[src/rtl/kis_pkg.sv]
package kis_pkg;

    localparam int unsigned SORT_KEY_W = 32;
    localparam int unsigned ITEM_IDX_W = 6;

    typedef struct packed {
        logic [SORT_KEY_W-1:0] sort_key;
        logic                  last_item;
    } t_item;

    typedef struct packed {
        logic [ITEM_IDX_W-1:0] item_index;
        logic                  last_result;
    } t_result;

    // controller -> datapath
    typedef struct packed {
        logic load;       // write the new key, count it
        logic scan_init;  // rewind the read address, forget the running best
        logic rd_en;      // read one stored key, advance the address
        logic emit;       // hand out the running best
    } t_cmd;

    // datapath -> controller
    typedef struct packed {
        logic set_full;   // next load fills the last slot
        logic addr_last;  // read address sits on the last loaded key
        logic emit_last;  // next emitted index ends the run
    } t_stat;

endpackage

[src/rtl/kis_ram.sv]
module kis_ram #(
    parameter int unsigned WIDTH = 32,
    parameter int unsigned DEPTH = 64
) (
    input  logic                     i_clk,
    input  logic                     i_we,
    input  logic [$clog2(DEPTH)-1:0] i_waddr,
    input  logic [WIDTH-1:0]         i_wdata,
    input  logic                     i_re,
    input  logic [$clog2(DEPTH)-1:0] i_raddr,
    output logic [WIDTH-1:0]         o_rdata
);

    logic [WIDTH-1:0] r_mem [DEPTH];
    logic [WIDTH-1:0] r_rdata;

    always_ff @(posedge i_clk) begin
        if (i_we) begin
            r_mem[i_waddr] <= i_wdata;
        end
        if (i_re) begin
            r_rdata <= r_mem[i_raddr];
        end
    end

    assign o_rdata = r_rdata;

endmodule

[src/rtl/kis_ctrl.sv]
module kis_ctrl (
    input  logic           i_clk,
    input  logic           i_rst_n,
    input  logic           i_start,
    input  logic           i_last_item,
    input  kis_pkg::t_stat i_stat,
    output kis_pkg::t_cmd  o_cmd,
    output logic           o_busy
);

    localparam logic [1:0] S_IDLE = 2'd0;
    localparam logic [1:0] S_SCAN = 2'd1;
    localparam logic [1:0] S_WAIT = 2'd2;
    localparam logic [1:0] S_EMIT = 2'd3;

    logic [1:0] r_state;
    logic [1:0] n_state;
    logic       w_accept;

    assign o_busy   = (r_state != S_IDLE);
    assign w_accept = i_start && !o_busy;

    always_comb begin
        n_state = r_state;
        o_cmd   = '0;
        case (r_state)
            S_IDLE: begin
                if (w_accept) begin
                    o_cmd.load = 1'b1;
                    if (i_last_item || i_stat.set_full) begin
                        o_cmd.scan_init = 1'b1;
                        n_state         = S_SCAN;
                    end
                end
            end
            S_SCAN: begin
                o_cmd.rd_en = 1'b1;
                if (i_stat.addr_last) begin
                    n_state = S_WAIT;
                end
            end
            S_WAIT: begin
                n_state = S_EMIT;
            end
            S_EMIT: begin
                o_cmd.emit = 1'b1;
                if (i_stat.emit_last) begin
                    n_state = S_IDLE;
                end else begin
                    o_cmd.scan_init = 1'b1;
                    n_state         = S_SCAN;
                end
            end
            default: begin
                n_state = S_IDLE;
            end
        endcase
    end

    always_ff @(posedge i_clk) begin
        if (!i_rst_n) begin
            r_state <= S_IDLE;
        end else begin
            r_state <= n_state;
        end
    end

    a_wait_after_scan: assert property (@(posedge i_clk) disable iff (!i_rst_n)
        (r_state == S_WAIT) |-> ($past(r_state) == S_SCAN))
        else $error("wait state not entered from scan");

    a_emit_after_wait: assert property (@(posedge i_clk) disable iff (!i_rst_n)
        (r_state == S_EMIT) |-> ($past(r_state) == S_WAIT))
        else $error("emit state not entered from wait");

endmodule

[src/rtl/kis_dpath.sv]
module kis_dpath #(
    parameter int unsigned MAX_ITEMS = 64,
    parameter int unsigned KEY_BITS  = 32
) (
    input  logic             i_clk,
    input  logic             i_rst_n,
    input  kis_pkg::t_cmd    i_cmd,
    input  kis_pkg::t_item   i_item,
    output kis_pkg::t_stat   o_stat,
    output logic             o_strobe,
    output kis_pkg::t_result o_result
);

    localparam int unsigned IW = $clog2(MAX_ITEMS);
    localparam int unsigned CW = $clog2(MAX_ITEMS + 1);
    localparam int unsigned KW = kis_pkg::SORT_KEY_W;
    localparam int unsigned OW = kis_pkg::ITEM_IDX_W;

    logic [KEY_BITS-1:0] w_key_in;
    logic [KEY_BITS-1:0] w_rd_key;
    logic [OW-1:0]       w_idx_out;

    logic [CW-1:0]       r_count;
    logic [CW-1:0]       r_emit;
    logic [IW-1:0]       r_addr;
    logic                r_cmp_vld;
    logic [IW-1:0]       r_cmp_addr;
    logic                r_found;
    logic [KEY_BITS-1:0] r_best_key;
    logic [IW-1:0]       r_best_idx;
    logic                r_have_prev;
    logic [KEY_BITS-1:0] r_prev_key;
    logic [IW-1:0]       r_prev_idx;
    logic                r_out_vld;
    kis_pkg::t_result    r_out;

    logic                w_above_prev;
    logic                w_better;

    // only the low KEY_BITS bits of the key take part
    if (KEY_BITS > KW) begin : g_key_wide
        assign w_key_in = {{(KEY_BITS - KW){1'b0}}, i_item.sort_key};
    end else if (KEY_BITS == KW) begin : g_key_same
        assign w_key_in = i_item.sort_key;
    end else begin : g_key_narrow
        assign w_key_in = i_item.sort_key[KEY_BITS-1:0];
    end

    if (IW > OW) begin : g_idx_wide
        assign w_idx_out = r_best_idx[OW-1:0];
    end else if (IW == OW) begin : g_idx_same
        assign w_idx_out = r_best_idx;
    end else begin : g_idx_narrow
        assign w_idx_out = {{(OW - IW){1'b0}}, r_best_idx};
    end

    // keys stored at their arrival index
    kis_ram #(
        .WIDTH (KEY_BITS),
        .DEPTH (MAX_ITEMS)
    ) u_key_ram (
        .i_clk   (i_clk),
        .i_we    (i_cmd.load),
        .i_waddr (r_count[IW-1:0]),
        .i_wdata (w_key_in),
        .i_re    (i_cmd.rd_en),
        .i_raddr (r_addr),
        .o_rdata (w_rd_key)
    );

    assign o_stat.set_full  = (r_count == CW'(MAX_ITEMS - 1));
    assign o_stat.addr_last = ((CW'(r_addr) + CW'(1)) == r_count);
    assign o_stat.emit_last = ((r_emit + CW'(1)) == r_count);

    // a pair must come strictly after the one last emitted; among those keep
    // the smallest key, the first address wins on a tie since addresses ascend
    assign w_above_prev = !r_have_prev || (w_rd_key > r_prev_key) ||
                          ((w_rd_key == r_prev_key) && (r_cmp_addr > r_prev_idx));
    assign w_better     = !r_found || (w_rd_key < r_best_key);

    always_ff @(posedge i_clk) begin
        if (!i_rst_n) begin
            r_count     <= '0;
            r_emit      <= '0;
            r_addr      <= '0;
            r_cmp_vld   <= 1'b0;
            r_found     <= 1'b0;
            r_have_prev <= 1'b0;
            r_out_vld   <= 1'b0;
        end else begin
            r_cmp_vld <= i_cmd.rd_en;
            r_out_vld <= i_cmd.emit;
            if (i_cmd.load) begin
                r_count     <= r_count + CW'(1);
                r_emit      <= '0;
                r_have_prev <= 1'b0;
            end
            if (i_cmd.scan_init) begin
                r_addr  <= '0;
                r_found <= 1'b0;
            end else if (i_cmd.rd_en) begin
                r_addr <= r_addr + IW'(1);
            end
            if (r_cmp_vld && w_above_prev && w_better) begin
                r_found <= 1'b1;
            end
            if (i_cmd.emit) begin
                r_emit      <= r_emit + CW'(1);
                r_have_prev <= 1'b1;
                if (o_stat.emit_last) begin
                    r_count <= '0;
                end
            end
        end
    end

    always_ff @(posedge i_clk) begin
        r_cmp_addr <= r_addr;
        if (r_cmp_vld && w_above_prev && w_better) begin
            r_best_key <= w_rd_key;
            r_best_idx <= r_cmp_addr;
        end
        if (i_cmd.emit) begin
            r_prev_key        <= r_best_key;
            r_prev_idx        <= r_best_idx;
            r_out.item_index  <= w_idx_out;
            r_out.last_result <= o_stat.emit_last;
        end
    end

    assign o_strobe = r_out_vld;
    assign o_result = r_out;

    a_emit_has_best: assert property (@(posedge i_clk) disable iff (!i_rst_n)
        i_cmd.emit |-> r_found)
        else $error("emit without a candidate");

    a_load_fits: assert property (@(posedge i_clk) disable iff (!i_rst_n)
        i_cmd.load |-> (r_count < CW'(MAX_ITEMS)))
        else $error("load beyond set capacity");

    a_run_clears: assert property (@(posedge i_clk) disable iff (!i_rst_n)
        (r_out_vld && r_out.last_result) |-> (r_count == '0))
        else $error("set count not cleared after final result");

endmodule

[src/rtl/key_index_sorter_core.sv]
// Loading: one key per cycle; busy stays low until the key that closes the set.
// Sorting n keys: each result takes a scan of the n loaded keys in the key RAM,
// one read per cycle, then a wait state for the last compare and an emit state;
// the index is registered out, and the next pass starts right after the emit.
// Busy is high from the closing key until the final result is emitted.
// Reset (synchronous, active low) empties the set; key RAM contents are kept.
module key_index_sorter_core #(
    parameter int unsigned MAX_ITEMS = 64,
    parameter int unsigned KEY_BITS  = 32
) (
    input  logic             i_clk,
    input  logic             i_rst_n,
    input  logic             start,
    output logic             busy,
    input  kis_pkg::t_item   i_item,
    output logic             o_strobe,
    output kis_pkg::t_result o_result
);

    // Command/status link between sequencer and datapath. The datapath owns
    // the key RAM, the set count, the scan address and the running minimum;
    // the sequencer only decides when to load, scan and emit.
    kis_pkg::t_cmd  w_cmd;
    kis_pkg::t_stat w_stat;

    // Sequencer: idle takes keys; the closing key (flagged last, or filling
    // the set) starts a selection pass per result: scan, wait, emit.
    kis_ctrl u_ctrl (
        .i_clk       (i_clk),
        .i_rst_n     (i_rst_n),
        .i_start     (start),
        .i_last_item (i_item.last_item),
        .i_stat      (w_stat),
        .o_cmd       (w_cmd),
        .o_busy      (busy)
    );

    // Datapath: every pass picks the smallest (key, index) pair above the one
    // emitted before, so indices leave in ascending key order and equal keys
    // leave by ascending arrival index. Results are registered: each beat is
    // on o_result for exactly one cycle with o_strobe high.
    kis_dpath #(
        .MAX_ITEMS (MAX_ITEMS),
        .KEY_BITS  (KEY_BITS)
    ) u_dpath (
        .i_clk    (i_clk),
        .i_rst_n  (i_rst_n),
        .i_cmd    (w_cmd),
        .i_item   (i_item),
        .o_stat   (w_stat),
        .o_strobe (o_strobe),
        .o_result (o_result)
    );

endmodule

[config.mk]
export PLATFORM = sky130hd
export DESIGN_NAME = key_index_sorter_core
export DESIGN_NICKNAME = d
export VERILOG_FILES = /design/src/rtl/kis_pkg.sv /design/src/rtl/kis_ram.sv /design/src/rtl/kis_ctrl.sv /design/src/rtl/kis_dpath.sv /design/src/rtl/key_index_sorter_core.sv
export SDC_FILE = /design/constraint.sdc
export NUM_CORES = 2
export LEC_CHECK = 0
export BUFFER_PORTS_ARGS = -buffer_cell sky130_fd_sc_hd__buf_2
export CAP_MARGIN = 30
export CORE_ASPECT_RATIO = 1.2
export CORE_MARGIN = 4
export CORE_UTILIZATION = 51
export CTS_BUF_LIST = sky130_fd_sc_hd__clkbuf_4 sky130_fd_sc_hd__clkbuf_8 sky130_fd_sc_hd__clkbuf_16
export CTS_CLUSTER_SIZE = 10
export DETAILED_ROUTE_END_ITERATION = 12
export HOLD_SLACK_MARGIN = 0.15
export PLACE_DENSITY = 0.74
export SYNTH_ARGS = -nofsm -noshare
export SYNTH_HDL_FRONTEND = slang
export SYNTH_SLANG_ARGS = --single-unit
[constraint.sdc]
create_clock -name i_clk -period 9.7 [get_ports i_clk]
set_input_delay 2.91 -clock i_clk [delete_from_list [all_inputs] [get_ports i_clk]]
set_output_delay 2.91 -clock i_clk [all_outputs]
set_load 0.01 [all_outputs]
# Word-level counts from Yosys, hierarchy flattened
# Memory sizes are Yosys's and may differ from the RTL's. A register that Yosys moved wholly into a read port is not among the register bits.
# Index checks and enable logic that the tools add are counted.
[totals]
n_memories = 1
reg_bits = 109
ram_bits = 2048
word_cells = 73
[mem_list]
columns = ["name", "depth", "word_bits", "read_ports", "rd_clocked_by_memory_dff", "wr", "line", "source"]
rows = [
  ["u_dpath.u_key_ram.r_mem", 64, 32, 1, 1, 1, "kis_ram.sv:14", "logic [WIDTH-1:0] r_mem [DEPTH];"],
]
[classes]
n_bitwise = 1
eq_ne = 10
n_reduce_logical = 17
magnitude_cmp = 3
mux = 23
addsub = 4
[ops]
columns = ["op", "count"]
rows = [
  ["2-to-1 mux 7 bit", 5],
  ["== test 32 bit", 1],
  ["greater-than comparator 32 bit", 1],
  ["less-than comparator 32 bit", 1],
  ["adder 7 x 1 -> 7 bit (second input constant)", 2],
  ["== test 7 bit", 2],
  ["2-to-1 mux 1 bit", 12],
  ["2-to-1 mux 2 bit", 4],
  ["case mux 2 bit (4 select lines)", 1],
  ["adder 6 x 1 -> 7 bit (second input constant)", 1],
  ["== test 7 x 6 -> 1 bit (second input constant)", 1],
  ["adder 6 x 1 -> 6 bit (second input constant)", 1],
  ["greater-than comparator 6 bit", 1],
  ["inequality test 2 x 1 -> 1 bit (second input constant)", 3],
  ["nonzero test 2 bit", 3],
  ["== test 2 bit (second input constant)", 2],
  ["logical AND 1 bit", 4],
  ["logical OR 1 bit", 4],
  ["logical NOT 1 bit", 3],
  ["AND reduction 3 bit", 1],
  ["== test 2 x 1 -> 1 bit (second input constant)", 1],
  ["logical NOT 2 bit", 1],
  ["case mux 1 bit (2 select lines)", 1],
  ["OR reduction 2 bit", 1],
  ["NOT 1 bit", 1],
]

# Logic depth before layout (Yosys ltp)
[logic_depth]
depth_word = 8
mapped_depth = 10

# Cells and area by module
# Synthesis repeated with hierarchy kept, for this count alone.
[unflattened]
cells_unflattened = 3840
hier_area_um2 = 84592.4
[modules_own_cells]
columns = ["mod", "area_each_um2", "n_inst", "cells_per_inst"]
rows = [
  ["kis_ram", 78835.6, 1, 3324],
  ["kis_dpath", 5546.6, 1, 491],
  ["kis_ctrl", 210.2, 1, 25],
]

# Worst setup path before layout
# No wires, ideal clock.
[synth_timing]
path_kind = "input to register"
from = "in start"
to = "mem u_dpath.u_key_ram.r_mem[59][0] (enable)"
path_stages = 5
t_arrival_ns = 4.994
required_ns = 9.279
setup_slack_ns = 4.285
n_path_buf = 1
cell_sequence = "nand2_1 clkbuf_1 nor2_1 nand3_1 nor2_1"
[synth_via]
elab_chain_len = 5
[synth_rtl]
columns = ["element", "line", "source"]
rows = [
  ["start, declared", "key_index_sorter_core.sv:13", "input logic start,"],
  ["logical AND 1 bit", "kis_ctrl.sv:21", "assign w_accept = i_start && !o_busy;"],
  ["2-to-1 mux 2 bit", "kis_ctrl.sv:28", "if (w_accept) begin"],
  ["2-to-1 mux 1 bit", "kis_ctrl.sv:26", "case (r_state)"],
  ["2-to-1 mux 1 bit", "kis_ram.sv:18", "if (i_we) begin"],
  ["2-to-1 mux 1 bit (not written as such)", "kis_ram.sv:19", "r_mem[i_waddr] <= i_wdata;"],
  ["end, declared", "kis_ram.sv:14", ""],
]
# No other way between the ends.

# Worst setup path after layout
[layout_timing]
from = "in start"
to = "mem u_dpath.u_key_ram.r_mem[41][3] (enable)"
# Same word-level chain as after synthesis.

==> impl_metrics.tcl <==
set metrics [dict create \
    status "finished clean" \
    drc 0 \
    slew_headroom_pct 31.6 \
    port_buffers 44 \
    fin_nets 3924 \
    synth_edf_count 2157 \
    clkPwrFrac_pct 39.7 \
    design.die.area_mm2 0.172 \
    cts.sinks 2189 \
    syn_nets 3682 \
    critPathLaunchType "input pin" \
    rr_worst_depth 7 \
    syn_area_mm2 0.0845 \
    place.gp.congestion 0.828 \
    setup_slack_ns 4.58 \
    clkTransAtPathRegs_ns 0.06 \
    clock_skew_ns 0.0486 \
    cts_hold_buf 0 \
    slew_violations 0 \
    timing.fmax_mhz 195 \
    period_minus_slack_ns 5.12 \
    min_to "u_dpath.r_prev_idx[4]" \
    holdWs_ns 0.414 \
    design_area_mm2 0.0952 \
    rsz0062_at_grt "no" \
    yosysTopAreaCell "edfxtp_1" \
    powerDensity_mw_per_mm2 208 \
    async_flop_share_pct 0 \
    ant_nets 0 \
    min_period_over_period_pct 52.7 \
    drt_pre_antenna_iters 9 \
    ys_ff_latch 2189 \
    place_area_mm2 0.0886 \
    tns_ns 0 \
    h-tree-depth 4 \
    maxCapViolations 0 \
    worst_pin_slew_ns 1.02 \
    synth_cell_type_count 49 \
    num_vias 39440 \
    power_switching_w 0.00424 \
    crit_type "input pin to register" \
    ys_warn_count 0 \
    grt_pass1_wl_um 296000 \
    vdd_drop_max_uv 200 \
    hp-start "u_dpath.r_best_idx[4]" \
    syn_inst 3571 \
    crit_path_end_kind "register" \
    numCtsBuffers 238 \
    grt_max_degree 123 \
    synth_flop_cell "edfxtp_1" \
    cp_max_fo 18 \
    worstHoldPathCells 0 \
    internal_power_w 0.0156 \
    initial_core_util_pct 51.3 \
    hpwl_um 118000 \
    p_sw_share_pct 21.4 \
    yosysSeqAreaShare_pct 77.4 \
    post_cts_buffers 0 \
    clk-insertion-delay-late_ns 0.85 \
    die_w_um 380 \
    r2r-start "u_dpath.r_addr[0]" \
    cp.arrival_ns 5.63 \
    regToRegEndpoint "u_dpath.u_key_ram.o_rdata[5]" \
    fp.dieH_um 454 \
    drt-initial-drc-count 5923 \
    hold_path.class "register to register" \
    totalWireLength_um 205000 \
    wl_per_cell_um 34.1 \
    cts_max_path_buffers 3 \
    synth.top_cell.area_share_pct 76.7 \
    grt_pass1_vias 39620 \
    num_rows 163 \
    finalHoldViolCount 0 \
    core_mm2 0.165 \
    combPwrFrac_pct 7.1 \
    pre_cts_slack_ns 3.83 \
    cts_tree "done" \
    p_leak_nw 28.9 \
    drive_gt1_share_pct 31.2 \
    seq_power_share_pct 53.2 \
    grt_antenna_before_repair 18 \
    ctsResizeCount 0 \
    setup_viol 0 \
    synth_area_leaders "edfxtp_1, mux4_2, ha_1" \
    grt_usage_pct 24.1 \
    grt_overflow_total 0 \
    rrSetupSlack_ns 5.37 \
    clockRootBuffer "clkbuf_16" \
    via_per_inst 6.57 \
    synthToLayoutAreaGrowth_pct 12.7 \
    io_pins 45 \
    crit_required_ns 10.22 \
    syn_avg_cell_area_um2 23.7 \
]
==> per-layer routing <==
layer  vias up  global-route usage (%)  wire [µm]
li1      15566                       -          -
met1     21032                    33.7      75300
met2      2552                    39.3     103000
met3       284                    4.21      20400
met4         6                    7.57       6130
met5         -                       0         39
==> sequential cells by signal, summed over array words and instances, names as in the netlist <==
register and cells:
u_dpath.r_best_key 32, u_dpath.r_emit 7, u_dpath.r_prev_key 32, u_dpath.r_have_prev 1, u_dpath.r_best_idx 6, u_dpath.r_addr 6, u_dpath.o_strobe 1, u_dpath.r_found 1
u_dpath.o_result 1, u_dpath.u_key_ram.r_mem 2048, u_dpath.u_key_ram.o_rdata 32, u_dpath.r_prev_idx 6, u_dpath.r_cmp_addr 6, u_ctrl.r_state 2, u_dpath.r_count 7, u_dpath.r_cmp_vld 1
==> worst max-delay path by stage <==
stage                     startpoint                         endpoint  depth (start not counted)
after floorplan                start   u_dpath.u_key_ram.r_mem[59][0]                          5
after global placement         start  u_dpath.u_key_ram.r_mem[35][22]                          5
after detailed placement       start  u_dpath.u_key_ram.r_mem[41][21]                          6
after CTS                      start  u_dpath.u_key_ram.r_mem[34][22]                          6
after global routing           start  u_dpath.u_key_ram.r_mem[41][14]                          6
final                          start   u_dpath.u_key_ram.r_mem[41][3]                          6
==> critical path, stage by stage <==
cell and delay, ns:
buf_2 0.12, nand2_1 0.25, nor2_1 0.44, nand2_1 0.70, nor2_4 0.78, buf_4 0.41
==> Yosys cell counts, types with 3 or more instances <==
library cell and count:
a211oi_1 3, a21o_1 3, a21oi_1 32, a31oi_1 4, and2_1 8, and3_1 5, buf_1 23, buf_2 64
clkbuf_1 82, dfxtp_1 32, edfxtp_1 2157, ha_1 75, inv_1 79, mux2_2 18, mux2i_1 21, mux4_2 654
nand2_1 62, nand3_1 18, nand4_1 15, nor2_1 92, nor2b_1 8, nor3_1 10, o2111ai_1 4, o211ai_1 3
o21ai_0 21, o21ai_1 19, or3_1 3, xnor2_1 11, xnor3_1 3, xor2_1 15
==> cell type report <==
cell class              instances  area, µm²
diodes                          3       7.51
clock buffers                 270       6250
clock inverters                16        283
fillers                     11106      69400
inverters                      79        297
multi-input cells            1132      18500
flip-flops and latches       2189      65400
well taps                    2145       2680
repair buffers                173       1760
==> cells by family (layout without fill, tap and decap cells) <==
logic type                 after synthesis  after routing  synth area share, %
AOI/OAI and AO/OA                      102            102                0.702
xor gates and xnor gates                29             29                0.350
adders and majority gates               75             75                 1.11
buffers and inverters                  250            538                 1.22
DFF                                   2189           2189                 77.4
muxes                                  693            693                 17.9
other                                    0              3                    0
and+or+nand+nor                        233            233                 1.24
==> power by group through the flow <==
stage / logic (W) / clock network [W] / registers [W]
after CTS: 0.00142 / 0.00797 / 0.0106
final: 0.00141 / 0.00787 / 0.0106
after global placement: 0.00137 / 0 / 0.0107
after detailed placement: 0.00141 / 0 / 0.0108
after global routing: 0.00149 / 0.00838 / 0.0106
after floorplan: 0.000853 / 0 / 0.0107
==> stage by stage <==
step | instances | util (%) | power (W)
after floorplan | 3571 | - | 0.0116
after global placement | 5685 | 53.5 | 0.0121
after detailed placement | 5715 | 53.8 | 0.0122
after CTS | 6001 | 57.8 | 0.0199
after global routing | 6005 | 57.9 | 0.0204
final | 6007 | 57.9 | 0.0198
==> layout by cell type, fill, tap and decap left out, drive strengths merged, types with 10 or more instances in the layout <==
| cell type | n |
|---|---|
| mux4 | 654 |
| xor2 | 15 |
| inv | 85 |
| nor2 | 92 |
| edfxtp | 2157 |
| clkbuf | 270 |
| a21oi | 32 |
| ha | 75 |
| xnor2 | 11 |
| o21ai | 40 |
| nor3 | 10 |
| mux2 | 18 |
| dfxtp | 32 |
| nand3 | 18 |
| mux2i | 21 |
| nand2 | 62 |
| buf | 173 |
| nand4 | 15 |
Note: power is estimated with default switching activity, not from simulation.
